[src/design/srec_pkg.sv]
`default_nettype none

package srec_pkg;

    // Result kinds.
    localparam logic [1:0] KIND_DATA   = 2'd0;
    localparam logic [1:0] KIND_DONE   = 2'd1;
    localparam logic [1:0] KIND_REJECT = 2'd2;

    // Error codes.
    localparam logic [1:0] ERR_NONE     = 2'd0;
    localparam logic [1:0] ERR_NO_S     = 2'd1;
    localparam logic [1:0] ERR_BAD_TYPE = 2'd2;

    // One result beat.
    typedef struct packed {
        logic [1:0]  kind;
        logic [3:0]  record_type;
        logic [31:0] address;
        logic [7:0]  data_byte;
        logic [7:0]  byte_offset;
        logic [7:0]  payload_length;
        logic        checksum_ok;
        logic [1:0]  error_code;
    } t_result;

endpackage

`default_nettype wire

[src/design/srec_in_reg.sv]
`default_nettype none

module srec_in_reg (
    input  wire logic       i_clk,
    input  wire logic       i_rst_n,
    input  wire logic       i_valid,
    input  wire logic [7:0] i_char_in,
    output logic            o_stall,
    input  wire logic       i_advance,
    output logic            o_held,
    output logic [7:0]      o_char
);

    logic       r_valid;
    logic [7:0] r_char;
    logic       w_accept;

    // The register frees up in the same cycle its beat moves on.
    assign o_stall  = r_valid && !i_advance;
    assign w_accept = i_valid && !o_stall;

    always_ff @(posedge i_clk) begin
        if (!i_rst_n) begin
            r_valid <= 1'b0;
        end else if (w_accept) begin
            r_valid <= 1'b1;
        end else if (i_advance) begin
            r_valid <= 1'b0;
        end
    end

    always_ff @(posedge i_clk) begin
        if (w_accept) begin
            r_char <= i_char_in;
        end
    end

    assign o_held = r_valid;
    assign o_char = r_char;

endmodule

`default_nettype wire

[src/design/srec_core.sv]
`default_nettype none

module srec_core (
    input  wire logic        i_clk,
    input  wire logic        i_rst_n,
    input  wire logic        i_advance,
    input  wire logic [7:0]  i_char,
    output logic             o_res_valid,
    output srec_pkg::t_result o_res
);

    import srec_pkg::*;

    localparam logic [7:0] CHAR_CR    = 8'h0D;
    localparam logic [7:0] CHAR_LF    = 8'h0A;
    localparam logic [7:0] CHAR_S     = 8'h53;
    localparam logic [7:0] CHAR_ZERO  = 8'h30;
    localparam logic [7:0] CHAR_NINE  = 8'h39;
    localparam logic [7:0] CHAR_UA    = 8'h41;
    localparam logic [7:0] CHAR_UF    = 8'h46;
    localparam logic [7:0] CHAR_LA    = 8'h61;
    localparam logic [7:0] CHAR_LF_HEX = 8'h66;
    localparam logic [9:0] POS_MAX    = 10'd1023;
    localparam logic [7:0] SUM_GOOD   = 8'hFF;

    // Hex digit decode; anything else reads as zero.
    function automatic logic [3:0] nibble_of(input logic [7:0] c);
        logic [7:0] d;
        begin
            d = 8'd0;
            if (c >= CHAR_ZERO && c <= CHAR_NINE) begin
                d = c - CHAR_ZERO;
            end else if (c >= CHAR_UA && c <= CHAR_UF) begin
                d = c - CHAR_UA + 8'd10;
            end else if (c >= CHAR_LA && c <= CHAR_LF_HEX) begin
                d = c - CHAR_LA + 8'd10;
            end
            nibble_of = d[3:0];
        end
    endfunction

    logic [9:0]  r_pos,  n_pos;
    logic [3:0]  r_type, n_type;
    logic [2:0]  r_abc,  n_abc;
    logic [31:0] r_addr, n_addr;
    logic [7:0]  r_dlen, n_dlen;
    logic [7:0]  r_sum,  n_sum;
    logic [3:0]  r_hi,   n_hi;
    logic [7:0]  r_pidx, n_pidx;
    logic        r_skip, n_skip;

    logic [7:0]  w_need;
    logic [7:0]  w_plen;
    logic [7:0]  w_byte;
    logic [8:0]  w_idx;
    logic        w_line_end;

    // Payload length from the count and the address width.
    assign w_need = {5'd0, r_abc} + 8'd1;
    assign w_plen = (r_dlen <= w_need) ? 8'd0 : (r_dlen - w_need);
    assign w_byte = {r_hi, nibble_of(i_char)};
    assign w_idx  = r_pos[9:1] - 9'd1;
    assign w_line_end = (i_char == CHAR_CR) || (i_char == CHAR_LF);

    // Next state and the result caused by the current character.
    always_comb begin
        n_pos  = r_pos;
        n_type = r_type;
        n_abc  = r_abc;
        n_addr = r_addr;
        n_dlen = r_dlen;
        n_sum  = r_sum;
        n_hi   = r_hi;
        n_pidx = r_pidx;
        n_skip = r_skip;
        o_res_valid = 1'b0;
        o_res = '0;

        if (w_line_end) begin
            if (!r_skip && r_pos != 10'd0) begin
                o_res_valid = 1'b1;
                if (r_pos == 10'd1) begin
                    o_res.kind       = KIND_REJECT;
                    o_res.error_code = ERR_BAD_TYPE;
                end else begin
                    o_res.kind           = KIND_DONE;
                    o_res.record_type    = r_type;
                    o_res.address        = r_addr;
                    o_res.payload_length = w_plen;
                    o_res.checksum_ok    = (r_sum == SUM_GOOD);
                end
            end
            n_pos  = 10'd0;
            n_type = 4'd0;
            n_abc  = 3'd2;
            n_addr = 32'd0;
            n_dlen = 8'd0;
            n_sum  = 8'd0;
            n_hi   = 4'd0;
            n_pidx = 8'd0;
            n_skip = 1'b0;
        end else if (r_skip) begin
            n_skip = 1'b1;
        end else if (r_pos == 10'd0) begin
            if (i_char != CHAR_S) begin
                o_res_valid      = 1'b1;
                o_res.kind       = KIND_REJECT;
                o_res.error_code = ERR_NO_S;
                n_skip           = 1'b1;
            end else begin
                n_pos = 10'd1;
            end
        end else if (r_pos == 10'd1) begin
            n_type = i_char[3:0];
            n_pos  = 10'd2;
            case (i_char)
                CHAR_ZERO, CHAR_ZERO + 8'd1, CHAR_ZERO + 8'd5, CHAR_NINE: begin
                    n_abc = 3'd2;
                end
                CHAR_ZERO + 8'd2, CHAR_ZERO + 8'd8: begin
                    n_abc = 3'd3;
                end
                CHAR_ZERO + 8'd3, CHAR_ZERO + 8'd7: begin
                    n_abc = 3'd4;
                end
                default: begin
                    n_type           = r_type;
                    n_pos            = r_pos;
                    o_res_valid      = 1'b1;
                    o_res.kind       = KIND_REJECT;
                    o_res.error_code = ERR_BAD_TYPE;
                    n_skip           = 1'b1;
                end
            endcase
        end else begin
            if (!r_pos[0]) begin
                n_hi = nibble_of(i_char);
            end else if (w_idx == 9'd0) begin
                n_dlen = w_byte;
                n_sum  = r_sum + w_byte;
            end else if (w_idx <= {1'b0, r_dlen}) begin
                n_sum = r_sum + w_byte;
                if (w_idx <= {6'd0, r_abc}) begin
                    n_addr = {r_addr[23:0], w_byte};
                end else if (r_pidx < w_plen) begin
                    o_res_valid          = 1'b1;
                    o_res.kind           = KIND_DATA;
                    o_res.record_type    = r_type;
                    o_res.address        = r_addr;
                    o_res.data_byte      = w_byte;
                    o_res.byte_offset    = r_pidx;
                    o_res.payload_length = w_plen;
                    n_pidx               = r_pidx + 8'd1;
                end
            end
            if (r_pos < POS_MAX) begin
                n_pos = r_pos + 10'd1;
            end
        end
    end

    // Line state moves only when a character beat advances.
    always_ff @(posedge i_clk) begin
        if (!i_rst_n) begin
            r_pos  <= 10'd0;
            r_type <= 4'd0;
            r_abc  <= 3'd2;
            r_addr <= 32'd0;
            r_dlen <= 8'd0;
            r_sum  <= 8'd0;
            r_hi   <= 4'd0;
            r_pidx <= 8'd0;
            r_skip <= 1'b0;
        end else if (i_advance) begin
            r_pos  <= n_pos;
            r_type <= n_type;
            r_abc  <= n_abc;
            r_addr <= n_addr;
            r_dlen <= n_dlen;
            r_sum  <= n_sum;
            r_hi   <= n_hi;
            r_pidx <= n_pidx;
            r_skip <= n_skip;
        end
    end

`ifndef NO_ASSERTIONS
    // A skipped line stays silent, its closing line end included.
    a_skip_silent: assert property (@(posedge i_clk) disable iff (!i_rst_n)
        r_skip |-> !o_res_valid)
        else $error("result produced while skipping a line");

    // Each payload beat bumps the offset by one.
    a_pidx_step: assert property (@(posedge i_clk) disable iff (!i_rst_n)
        (i_advance && o_res_valid && o_res.kind == KIND_DATA)
        |=> (r_pidx == $past(r_pidx) + 8'd1))
        else $error("payload offset did not advance");

    // A rejection always starts a skipped line unless it closes the line.
    a_reject_skip: assert property (@(posedge i_clk) disable iff (!i_rst_n)
        (i_advance && o_res_valid && o_res.kind == KIND_REJECT && !w_line_end)
        |=> r_skip)
        else $error("rejection did not start skipping");

    // Payload beats never run past the computed payload length.
    a_offset_bound: assert property (@(posedge i_clk) disable iff (!i_rst_n)
        (o_res_valid && o_res.kind == KIND_DATA)
        |-> (o_res.byte_offset < o_res.payload_length))
        else $error("payload offset beyond payload length");
`endif

endmodule

`default_nettype wire

[src/design/srec_out_reg.sv]
`default_nettype none

module srec_out_reg (
    input  wire logic        i_clk,
    input  wire logic        i_rst_n,
    input  wire logic        i_stall,
    input  wire logic        i_res_valid,
    input  wire srec_pkg::t_result i_res,
    input  wire logic        i_advance,
    output logic             o_ready,
    output logic             o_valid,
    output srec_pkg::t_result o_res
);

    import srec_pkg::*;

    logic    r_valid;
    t_result r_res;

    // The register takes a new beat when empty or when its beat is taken.
    assign o_ready = !r_valid || !i_stall;

    always_ff @(posedge i_clk) begin
        if (!i_rst_n) begin
            r_valid <= 1'b0;
        end else if (o_ready) begin
            r_valid <= i_advance && i_res_valid;
        end
    end

    always_ff @(posedge i_clk) begin
        if (o_ready && i_advance && i_res_valid) begin
            r_res <= i_res;
        end
    end

    assign o_valid = r_valid;
    assign o_res   = r_res;

endmodule

`default_nettype wire

[src/design/srecord_line_parser.sv]
// Motorola S-record line parser. One ASCII character enters per cycle on the
// valid/stall input channel; each character yields at most one result beat on
// the output channel, passing through the input register, parser and result
// register. A result is a payload byte with its offset, a record-complete
// beat at CR or LF carrying the checksum verdict, or a rejection for a line
// that lacks the leading S or has an undefined type; a rejected line is then
// ignored up to its line end. Sustained rate is one character per cycle; the
// input side stalls only while a result waits in the output register and the
// next character is already held in the input register.
`default_nettype none

module srecord_line_parser (
    input  wire logic  i_clk,
    input  wire logic  i_rst_n,
    input  wire logic  i_valid,
    input  wire logic [7:0] i_char_in,
    output logic       o_stall,
    output logic       o_valid,
    input  wire logic  i_stall,
    output logic [1:0] o_kind,
    output logic [3:0] o_record_type,
    output logic [31:0] o_address,
    output logic [7:0] o_data_byte,
    output logic [7:0] o_byte_offset,
    output logic [7:0] o_payload_length,
    output logic       o_checksum_ok,
    output logic [1:0] o_error_code
);

    import srec_pkg::*;

    logic       w_held;
    logic [7:0] w_char;
    logic       w_out_ready;
    logic       w_advance;
    logic       w_res_valid;
    t_result    w_res;
    t_result    w_out;

    // A held character moves through the parser when the result register is free.
    assign w_advance = w_held && w_out_ready;

    srec_in_reg u_in (
        .i_clk     (i_clk),
        .i_rst_n   (i_rst_n),
        .i_valid   (i_valid),
        .i_char_in (i_char_in),
        .o_stall   (o_stall),
        .i_advance (w_advance),
        .o_held    (w_held),
        .o_char    (w_char)
    );

    srec_core u_core (
        .i_clk       (i_clk),
        .i_rst_n     (i_rst_n),
        .i_advance   (w_advance),
        .i_char      (w_char),
        .o_res_valid (w_res_valid),
        .o_res       (w_res)
    );

    srec_out_reg u_out (
        .i_clk       (i_clk),
        .i_rst_n     (i_rst_n),
        .i_stall     (i_stall),
        .i_res_valid (w_res_valid),
        .i_res       (w_res),
        .i_advance   (w_advance),
        .o_ready     (w_out_ready),
        .o_valid     (o_valid),
        .o_res       (w_out)
    );

    assign o_kind           = w_out.kind;
    assign o_record_type    = w_out.record_type;
    assign o_address        = w_out.address;
    assign o_data_byte      = w_out.data_byte;
    assign o_byte_offset    = w_out.byte_offset;
    assign o_payload_length = w_out.payload_length;
    assign o_checksum_ok    = w_out.checksum_ok;
    assign o_error_code     = w_out.error_code;

endmodule

`default_nettype wire

[config.mk]
export PLATFORM = sky130hd
export DESIGN_NAME = srecord_line_parser
export DESIGN_NICKNAME = d
export VERILOG_FILES = /design/src/design/srec_pkg.sv /design/src/design/srec_in_reg.sv /design/src/design/srec_core.sv /design/src/design/srec_out_reg.sv /design/src/design/srecord_line_parser.sv
export SDC_FILE = /design/constraint.sdc
export NUM_CORES = 1
export LEC_CHECK = 0
export ABC_AREA = 1
export BUFFER_PORTS_ARGS = -buffer_cell sky130_fd_sc_hd__buf_4
export CAP_MARGIN = 20
export CORE_MARGIN = 3
export CORE_UTILIZATION = 45
export CTS_BUF_LIST = sky130_fd_sc_hd__clkbuf_2
export CTS_CLUSTER_DIAMETER = 150
export CTS_CLUSTER_SIZE = 25
export DETAILED_ROUTE_END_ITERATION = 7
export SYNTH_ARGS = -nofsm -noshare
export SYNTH_HDL_FRONTEND = slang
export SYNTH_SLANG_ARGS = --single-unit
[constraint.sdc]
create_clock -name i_clk -period 5.4 [get_ports i_clk]
set_clock_uncertainty 0.2 [all_clocks]
set_input_delay 1.62 -clock i_clk [delete_from_list [all_inputs] [get_ports i_clk]]
set_output_delay 1.62 -clock i_clk [all_outputs]
set_load 0.02 [all_outputs]
==> results.tsv, run 1 <==
metric	value	unit
fp.dieH	142	um
highest_layer	met4	
fin_crit_sh	0.882	
start_util	0.462	
worst_pin_slew	1.05	ns
cts_buffer_depth	2	
clock.fmax	210	MHz
ys_seq_elements	153	
critPathRequiredTime	5.80	ns
reg2reg_slack	0.64	ns
maxSlewViolCount	0	
synthArstFlopShare	0	
routedWlPerCell	14.5	um
path_clk_slew	0.22	ns
grt_pass1_wl	30400	um
htree_levels	4	
grt.total_usage	0.186	
yosysSeqAreaShare	0.453	
post-cts-setup-buffer-count	0	
place_hpwl	13200	um
worst-setup-path-type	reg2reg	
io_buffers	78	
ys_warn_count	0	
die_w	142	um
io_pins	79	
holdCritStartpoint	u_core.r_addr[27]	
cp_data_arrival_time	5.16	ns
endpoint_kind	register	
syn_nets	1025	
synth_flop_cell	dfxtp_1	
postCtsHoldBufs	0	
root_buffer	clkbuf_2	
nNetsFinal	1092	
cts.repair.resized	0	
wl_met1	8930	um
dr_wl_met2	8530	um
dr.pass1.iters	5	
antenna_found_initial	1	
grt_max_degree	66	
detail-route-antenna-nets	0	
outcome	completed	
via_per_inst	5.01	
drtIter0Drc	501	
cellPowerDensity	210	mW/mm^2
area_growth	10.6	%
hold_viol	0	
leakage	3.66	nW
regArea	0.00379	sq mm
clock_latency	0.73	ns
finalSetupViolCount	0	
worst_r2r_endpoint	u_out.o_res[40]	
cts_tree	yes	
gp_congestion	0.873	
yosysUniqueCellTypes	49	
multi_input_area	0.00384	sq mm
wl	18500	um
whs_path_depth	2	
worstPathMaxFanout	34	
netlist_area	0.00838	sq mm
rr_worst_depth	17	
met3_length	800	um
finalSetupTns	0	ns
avgSynthCellArea	8.64	sq um
ir_drop	108	uV
fp-row-count	49	
relSlewSlack	0.301	
core	0.0181	sq mm
r2r-start	u_core.r_abc[0]	
vias	6402	
grt_overflow_total	0	
drc	0	
whs	0.289	ns
crit_path_start_kind	register	
holdPathEnd	u_core.r_addr[27]	
synth_cells	969	
nFillCells	1777	
hp-class	reg2reg	
synth_edf_count	73	
cap_violations	0	
timing.final.crit_period	4.76	ns
rsz0062_at_grt	no	
layout-drive-gt1-share	0.223	
dieArea	0.0203	sq mm
clock_sinks	153	
cts_buffers	17	
grt_pass1_vias	6109	
## sequential cells by signal (all words and copies together) (netlist names)
| name | flops |
|---|---|
| u_core.r_skip | 1 |
| u_core.r_type | 4 |
| u_core.r_hi | 4 |
| u_core.r_sum | 8 |
| u_out.o_valid | 1 |
| u_core.r_abc | 3 |
| u_out.o_res | 65 |
| u_in.o_held | 1 |
| u_core.r_dlen | 8 |
| u_core.r_pidx | 8 |
| u_core.r_addr | 32 |
| u_core.r_pos | 10 |
| u_in.o_char | 8 |
## cell usage after synthesis, types with 4 or more instances
master	n	area [sq um]
a211oi_1	8	60.1
xnor2_1	5	43.8
edfxtp_1	73	2190
o21ai_0	32	160
nor4_1	6	37.5
xor2_1	16	140
nand2_1	178	668
dfxtp_1	80	1600
nor2_1	82	308
ha_1	42	526
nand4_1	12	75.1
nor3_1	7	35.0
inv_2	10	37.5
or2_2	4	25.0
o21ai_1	8	40.0
o21ai_2	4	35.0
buf_2	6	30.0
nor2_4	14	158
nor2_2	32	200
nand2_2	12	75.1
clkbuf_1	13	48.8
a21oi_2	25	219
inv_1	126	473
a21oi_1	58	290
nand3_2	4	40.0
nand3_1	60	300
o211a_1	5	50.1
buf_6	9	101
nand2_4	6	67.6
## metrics by stage
step                       util  cells  cell area, sq um  setup WS [ns]  power, W
final                     0.511   1279              9270          0.639   0.00195
after global routing      0.511   1279              9270          0.241   0.00203
after CTS                 0.510   1277              9250          0.681   0.00197
after detailed placement  0.499   1245              9060          0.724   0.00142
after global placement    0.499   1245              9060          0.776   0.00142
after floorplan               -    969              8380          0.488   0.00136
## where the power goes
group	leakage, nW	internal, W	switching, W
Clock	0.116	0.000123	0.000428
Sequential	1.35	0.00124	0.0000133
Combinational	2.19	0.0000492	0.0000930
Total	3.66	0.00142	0.000534
## worst max-delay path: stages, from the launching register on
cell	delay, ns
dfxtp_1	0.39
ha_1	0.35
fa_1	0.42
inv_1	0.07
nand2_1	0.06
nand2_1	0.06
nand2_1	0.11
o21ai_1	0.40
nand3_1	0.23
ha_1	0.36
a21oi_1	0.13
nor2_1	0.05
a211oi_1	0.47
nand4_4	0.38
nand2_2	0.15
inv_2	0.37
buf_4	0.34
nor2_2	0.08
## cell usage in the layout, fill, tap and decap left out, types with 11 or more instances in the layout
cell and n:
buf_4 81, a21oi_2 25, inv_2 11, nor2_4 14, xor2_1 16, a21oi_1 58
nor2_2 32, nor2_1 82, o21ai_0 32, nand3_1 60, clkbuf_2 18, dfxtp_1 80
nand2_1 178, nand4_1 12, edfxtp_1 73, nand2_2 12, ha_1 42, inv_1 125
## cell type report
class	instances	share of cell area
multi-input cells	644	0.414
flip-flops and latches	153	0.409
clock inverters	14	0.0105
diodes	1	0.000270
clock buffers	18	0.00972
well taps	229	0.0309
inverters	137	0.0558
repair buffers	83	0.0694
## worst max path at each step
stage	startpoint	endpoint	cells past startpoint
detailed placement	u_core.r_abc[0]	u_out.o_res[40]	17
floorplan	u_core.r_abc[0]	u_out.o_res[0]	16
global route	u_core.r_abc[0]	u_out.o_res[39]	17
global placement	u_core.r_abc[0]	u_out.o_res[44]	17
CTS	u_core.r_abc[0]	u_out.o_res[40]	17
finish	u_core.r_abc[0]	u_out.o_res[40]	17
## cells by family (layout without fill, tap and decap cells)
family	count (synthesis)	in the layout	synth area share
XOR/XNOR	22	22	0.0239
adder cells (fa/ha/maj)	44	44	0.0675
AO/OA/AOI/OAI	147	147	0.108
flip-flops	153	153	0.453
buffers and inverters	172	252	0.0890
other	0	1	0
AND/OR/NAND/NOR	431	431	0.258
## routing by layer
metal  up-vias  GRT usage
li1       3311          -
met1      2929      0.260
met2       139      0.297
met3        23     0.0316
met4         0     0.0585
met5         -          0
No activity file was read; power rests on OpenSTA's default activity.
==> run 2: changes to the inputs <==
Settings changed: ABC_AREA 1 to default, CORE_UTILIZATION 45 to 59, CTS_BUF_LIST sky130_fd_sc_hd__clkbuf_2 to default, PLACE_DENSITY from default to 0.8.
==> run 2 against run 1 <==
Effect of this change: die area fell by 29%; register-to-register slack worse by 0.05 ns; combinational power down 13%; area after synthesis is 7.8% lower; sequential share of layout area increased by 1.2 points; critical endpoint is now u_out.o_res[61].
==> results.tsv, run 2 <==
metric	value	unit
synthArstFlopShare	0	
critPathRequiredTime	5.48	ns
final_common_cell	buf_4	
vias	6105	
netlist.area_leader.share	0.284	
detail-route-antenna-nets	0	
synthTopCellsByCount	dfxtp_1 (80), edfxtp_1 (73), nand2_1 (66)	
synth_cells	778	
finalSetupViolCount	0	
ys_seq_elements	153	
leakage	3.42	nW
drtIter0Drc	562	
routedWlPerCell	16.8	um
maxSlewViolCount	0	
crit_path_start_kind	register	
grt_pass1_wl	27900	um
start_util	0.607	
avgSynthCellArea	9.93	sq um
crit_slowest_cell	or4_1	
power	0.00246	W
p_switching	0.000537	W
worst_pin_slew	0.985	ns
gp_congestion	0.855	
diodes	0	
cap_violations	0	
fin_crit_sh	0.891	
relSlewSlack	0.343	
pwr-share-comb	0.051	
finalSetupTns	0	ns
largest_reg_flops	65	
pwr-share-clk	0.441	
layout-drive-gt1-share	0.156	
cts_tree	yes	
ir_drop	154	uV
synth_flop_cell	dfxtp_1	
io_buffers	78	
place_hpwl	12200	um
grt.busiest_layer	met2	
clock.fmax	208	MHz
outcome	completed	
final_cell_mix	buf_4 (85), dfxtp_1 (78), edfxtp_1 (73), nand2_1 (66), o21ai_0 (54)	
fp-row-count	41	
cp_data_arrival_time	4.89	ns
crit_chain	inv_1 > ha_1 > fa_1 > nand2b_4 > a21oi_2 > a21oi_1 > or3_1 > ha_1 > o211ai_1 > o21ai_0 > o21a_1 > or4_1 > o21ai_4 > and2_1	
via_per_inst	5.93	
core	0.0127	sq mm
sw_frac_of_total	0.218	
grt.met3_usage	0.0402	
clock_latency	0.42	ns
cts_buffers	17	
crit_top_cell	ha_1	
postCtsHoldBufs	0	
cellInternalPower	0.00193	W
dr.pass1.iters	6	
use_met2	0.398	
cts.repair.resized	0	
wl	17300	um
netlist_area	0.00772	sq mm
hold_viol	0	
grt.total_usage	0.242	
nFillCells	968	
rsz0062_at_grt	no	
cts_buffer_depth	2	
yosysTopAreaCell	edfxtp_1	
startpoint	u_core.r_dlen[0]	
fp.dieH	120	um
yosysSeqAreaShare	0.491	
synth_area_leaders	edfxtp_1 (28%), dfxtp_1 (21%), ha_1 (6.8%)	
grt_overflow_total	0	
htree_levels	4	
antenna_found_initial	0	
synth_most_common_cell	dfxtp_1	
synth_edf_count	73	
worstPathMaxFanout	36	
dieArea	0.0145	sq mm
r2r-start	u_core.r_dlen[0]	
fin_util	0.709	
syn_nets	834	
die_w	120	um
grt_max_degree	73	
cp_slowest_stage_delay	0.72	ns
nNetsFinal	901	
gr-usage-met1	0.319	
root_buffer	clkbuf_16	
grt_pass1_vias	5746	
yosysUniqueCellTypes	61	
holdCritStartpoint	u_core.r_type[3]	
io_pins	79	
cellPowerDensity	273	mW/mm^2
post-cts-setup-buffer-count	0	
clock_sinks	153	
drc	0	
endpoint_kind	register	
ys_warn_count	0	
area_growth	16.8	%
timing.final.crit_period	4.81	ns
path_clk_slew	0.06	ns
worst-setup-path-type	reg2reg	
hp-class	reg2reg	
seqPwrFrac	0.509	
[run 2: cell types whose count changed after synthesis, moves of 30 or more]
cell	change
nand3_1	-30
nand2_1	-112
nor2_2	-32
and2_1	+50
inv_1	-85
a21boi_0	+37
nor2_1	-56
[run 2: metal layers]
metal | vias to the layer above | share of wire
met1 | 2904 | 0.43
met3 | 30 | 0.058
met2 | 219 | 0.49
met4 | 0 | 0.021
met5 | - | 0
li1 | 2952 | -
[run 2: power groups by stage]
stage | Combinational [W] | Clock, W | Sequential (W)
after global routing | 0.000134 | 0.00115 | 0.00125
after floorplan | 0.0000475 | 0 | 0.00130
final | 0.000124 | 0.00109 | 0.00125
after detailed placement | 0.000125 | 0 | 0.00128
after global placement | 0.000123 | 0 | 0.00128
after CTS | 0.000125 | 0.00110 | 0.00125
[run 2: kinds of logic after synthesis]
| family | count (synthesis) | share of synthesized area |
|---|---|---|
| AO/OA/AOI/OAI | 183 | 0.155 |
| XOR/XNOR | 14 | 0.0159 |
| adder cells (fa/ha/maj) | 44 | 0.0732 |
| buffers and inverters | 79 | 0.0433 |
| flip-flops | 153 | 0.491 |
| multiplexers | 6 | 0.00826 |
| AND/OR/NAND/NOR | 299 | 0.214 |
[run 2: path summary, 6_finish.rpt]
kind                                         end  slack, ns  cells after the start
worst min-delay path            u_core.r_type[3]       0.27                      2
worst max register to register   u_out.o_res[61]       0.59                     14
worst min register to register  u_core.r_type[3]       0.27                      2
worst max-delay path             u_out.o_res[61]       0.59                     14
[run 2: per-stage QoR]
step                      hold slack, ns  instances  area, sq um  worst slack [ns]
after floorplan                    0.236        778         7780            0.0145
after global placement             0.255        997         8470             0.809
after detailed placement           0.262        997         8470             0.613
after CTS                          0.270       1029         9020             0.611
after global routing               0.307       1030         9020             0.302
final                              0.267       1030         9020             0.589
[run 2: critical path: cells and delay by family (launching register included)]
kind | cells | cell delay [ns]
compound gates | 6 | 1.52
fa+ha+maj | 3 | 0.98
simple gates | 4 | 1.55
buf+inv | 1 | 0.06
flops | 1 | 0.36
[run 2: layout make-up]
type / instances / area, sq um / area share
clock buffer: 20 / 447 / 0.0495
clock inverter: 12 / 101 / 0.0112
inverter: 41 / 154 / 0.0171
multi-input combinational: 546 / 3650 / 0.405
sequential: 153 / 3800 / 0.421
tap: 172 / 215 / 0.0238
timing repair buffer: 86 / 658 / 0.0729
==> run 3: changes to the inputs <==
Settings changed: ABC_AREA from default to 1, CORE_UTILIZATION 59 to 60, PLACE_DENSITY 0.8 to 0.81.
==> run 3 against run 2 <==
Effect of this change: maximum frequency grew 7.3%; die area grew 6.3%; critical path depth grew 3; hold slack gained 0.0092 ns; final area grew 6.7%; combinational power grew 14%; core utilization grew 0.61 points; clock power grew 15%; non-clock buffer count shrank 5; global-route usage is essentially flat.
==> results.tsv, run 3 (same netlist as run 1, synthesis figures left out) <==
metric	value	unit
holdPathEnd	u_core.r_addr[30]	
layout-drive-gt1-share	0.223	
relSlewSlack	0.271	
postCtsHoldBufs	0	
grt_pass1_vias	6024	
placed_cells	1191	
pre_cts_ws	0.963	ns
cts_buffer_depth	2	
drtIter0Drc	622	
holdCritStartpoint	u_core.r_addr[30]	
worst_r2r_endpoint	u_out.o_res[62]	
crit_path_start_kind	register	
start_util	0.623	
maxSlewViolCount	0	
path_clk_slew	0.06	ns
largest_reg_flops	65	
multi_input_area	0.00384	sq mm
cts.repair.resized	0	
cp_data_arrival_time	4.37	ns
critPathRequiredTime	5.29	ns
worst_pin_slew	1.09	ns
power	0.00265	W
die_w	124	um
finalSetupViolCount	0	
antenna_found_initial	0	
cap_violations	0	
cellPowerDensity	275	mW/mm^2
grt_max_degree	66	
final_cell_mix	nand2_1 (178), inv_1 (125), nor2_1 (82), dfxtp_1 (80), buf_4 (79)	
drc	0	
leakage	3.84	nW
worst-setup-path-type	reg2reg	
clock_sinks	153	
routedWlPerCell	14.8	um
regArea	0.00379	sq mm
worstPathMaxFanout	65	
vias	6597	
reg2reg_slack	0.91	ns
hold_viol	0	
outcome	completed	
fin_crit_sh	0.831	
via_per_inst	5.39	
root_buffer	clkbuf_16	
r2r-start	u_core.r_abc[0]	
whs_path_depth	2	
fp.dieH	124	um
final_cells	1223	
endpoint_kind	register	
grt.total_usage	0.242	
clock_latency	0.43	ns
dr.pass1.iters	6	
wl	18100	um
area_growth	14.9	%
place_hpwl	12300	um
io_pins	79	
htree_levels	4	
core	0.0135	sq mm
nFillCells	1002	
grt_overflow_total	0	
dieArea	0.0154	sq mm
hp-class	reg2reg	
post-cts-setup-buffer-count	0	
final_common_cell	nand2_1	
clock.fmax	223	MHz
gp_congestion	0.905	
io_buffers	78	
rr_worst_depth	17	
diodes	0	
grt_pass1_wl	29000	um
cts_buffers	17	
cts_tree	yes	
nNetsFinal	1090	
fp-row-count	42	
timing.final.crit_period	4.49	ns
rsz0062_at_grt	no	
finalWorstSetupSlack	0.915	ns
ir_drop	222	uV
detail-route-antenna-nets	0	
finalSetupTns	0	ns
[run 3: cell count changes in the layout (fill, tap and decap cells not counted), moves of 14 or more]
cell      delta
and2_1      -50
nor2_2      +32
nor3_1      -15
a21oi_2     +24
and3_1      -16
a21oi_1     +27
nand3_1     +30
nor2b_1     -17
a21boi_0    -36
nor2_4      +14
o21ai_0     -22
nand2_1    +112
inv_1       +84
nor2_1      +56
[run 3: worst max-delay path, stage by stage, from the launching register on]
cell,delay (ns)
dfxtp_1,0.34
ha_1,0.35
fa_1,0.43
inv_1,0.07
nand2_1,0.06
nand2_1,0.06
nand2_1,0.11
o21ai_1,0.42
nand3_1,0.24
ha_1,0.36
a21oi_1,0.13
nor2_1,0.05
a211oi_1,0.53
nand4_1,0.16
nand2_1,0.09
nand2_1,0.09
inv_2,0.08
buf_12,0.28
[run 3: layer usage]
layer  routed length [um]  track usage
met3                  878       0.0504
met2                 8790        0.404
met1                 8130        0.317
met5                    0            0
met4                  279       0.0739
[run 3: worst max path at each step]
stage	slack, ns	depth (start not counted)	from	endpoint
floorplan	0.49	16	u_core.r_abc[0]	u_out.o_res[0]
global placement	1.08	17	u_core.r_abc[0]	u_out.o_res[4]
detailed placement	0.96	17	u_core.r_abc[0]	u_out.o_res[5]
CTS	0.94	17	u_core.r_abc[0]	u_out.o_res[5]
global route	0.48	20	u_core.r_abc[0]	u_out.o_res[5]
finish	0.91	17	u_core.r_abc[0]	u_out.o_res[62]
[run 3: power breakdown]
group	internal [W]	switching, W	leakage (nW)
registers	0.00124	0.0000129	1.35
logic	0.0000483	0.0000928	2.19
clock network	0.000751	0.000503	0.301
total	0.00204	0.000609	3.84
[run 3: final cells by class]
cell class	instances	area share
Tap cell	176	0.0229
Clock buffer	18	0.0456
Multi-Input combinational cell	644	0.399
Timing Repair Buffer	81	0.0658
Clock inverter	14	0.0192
Inverter	137	0.0537
Sequential cell	153	0.394
[run 3: per-stage QoR]
step                hold slack [ns]  instance area (sq um)  utilization
floorplan                     0.251                   8380            -
global placement              0.262                   9000        0.669
detailed placement            0.265                   9000        0.669
CTS                           0.279                   9630        0.715
global route                  0.294                   9630        0.715
finish                        0.276                   9630        0.715
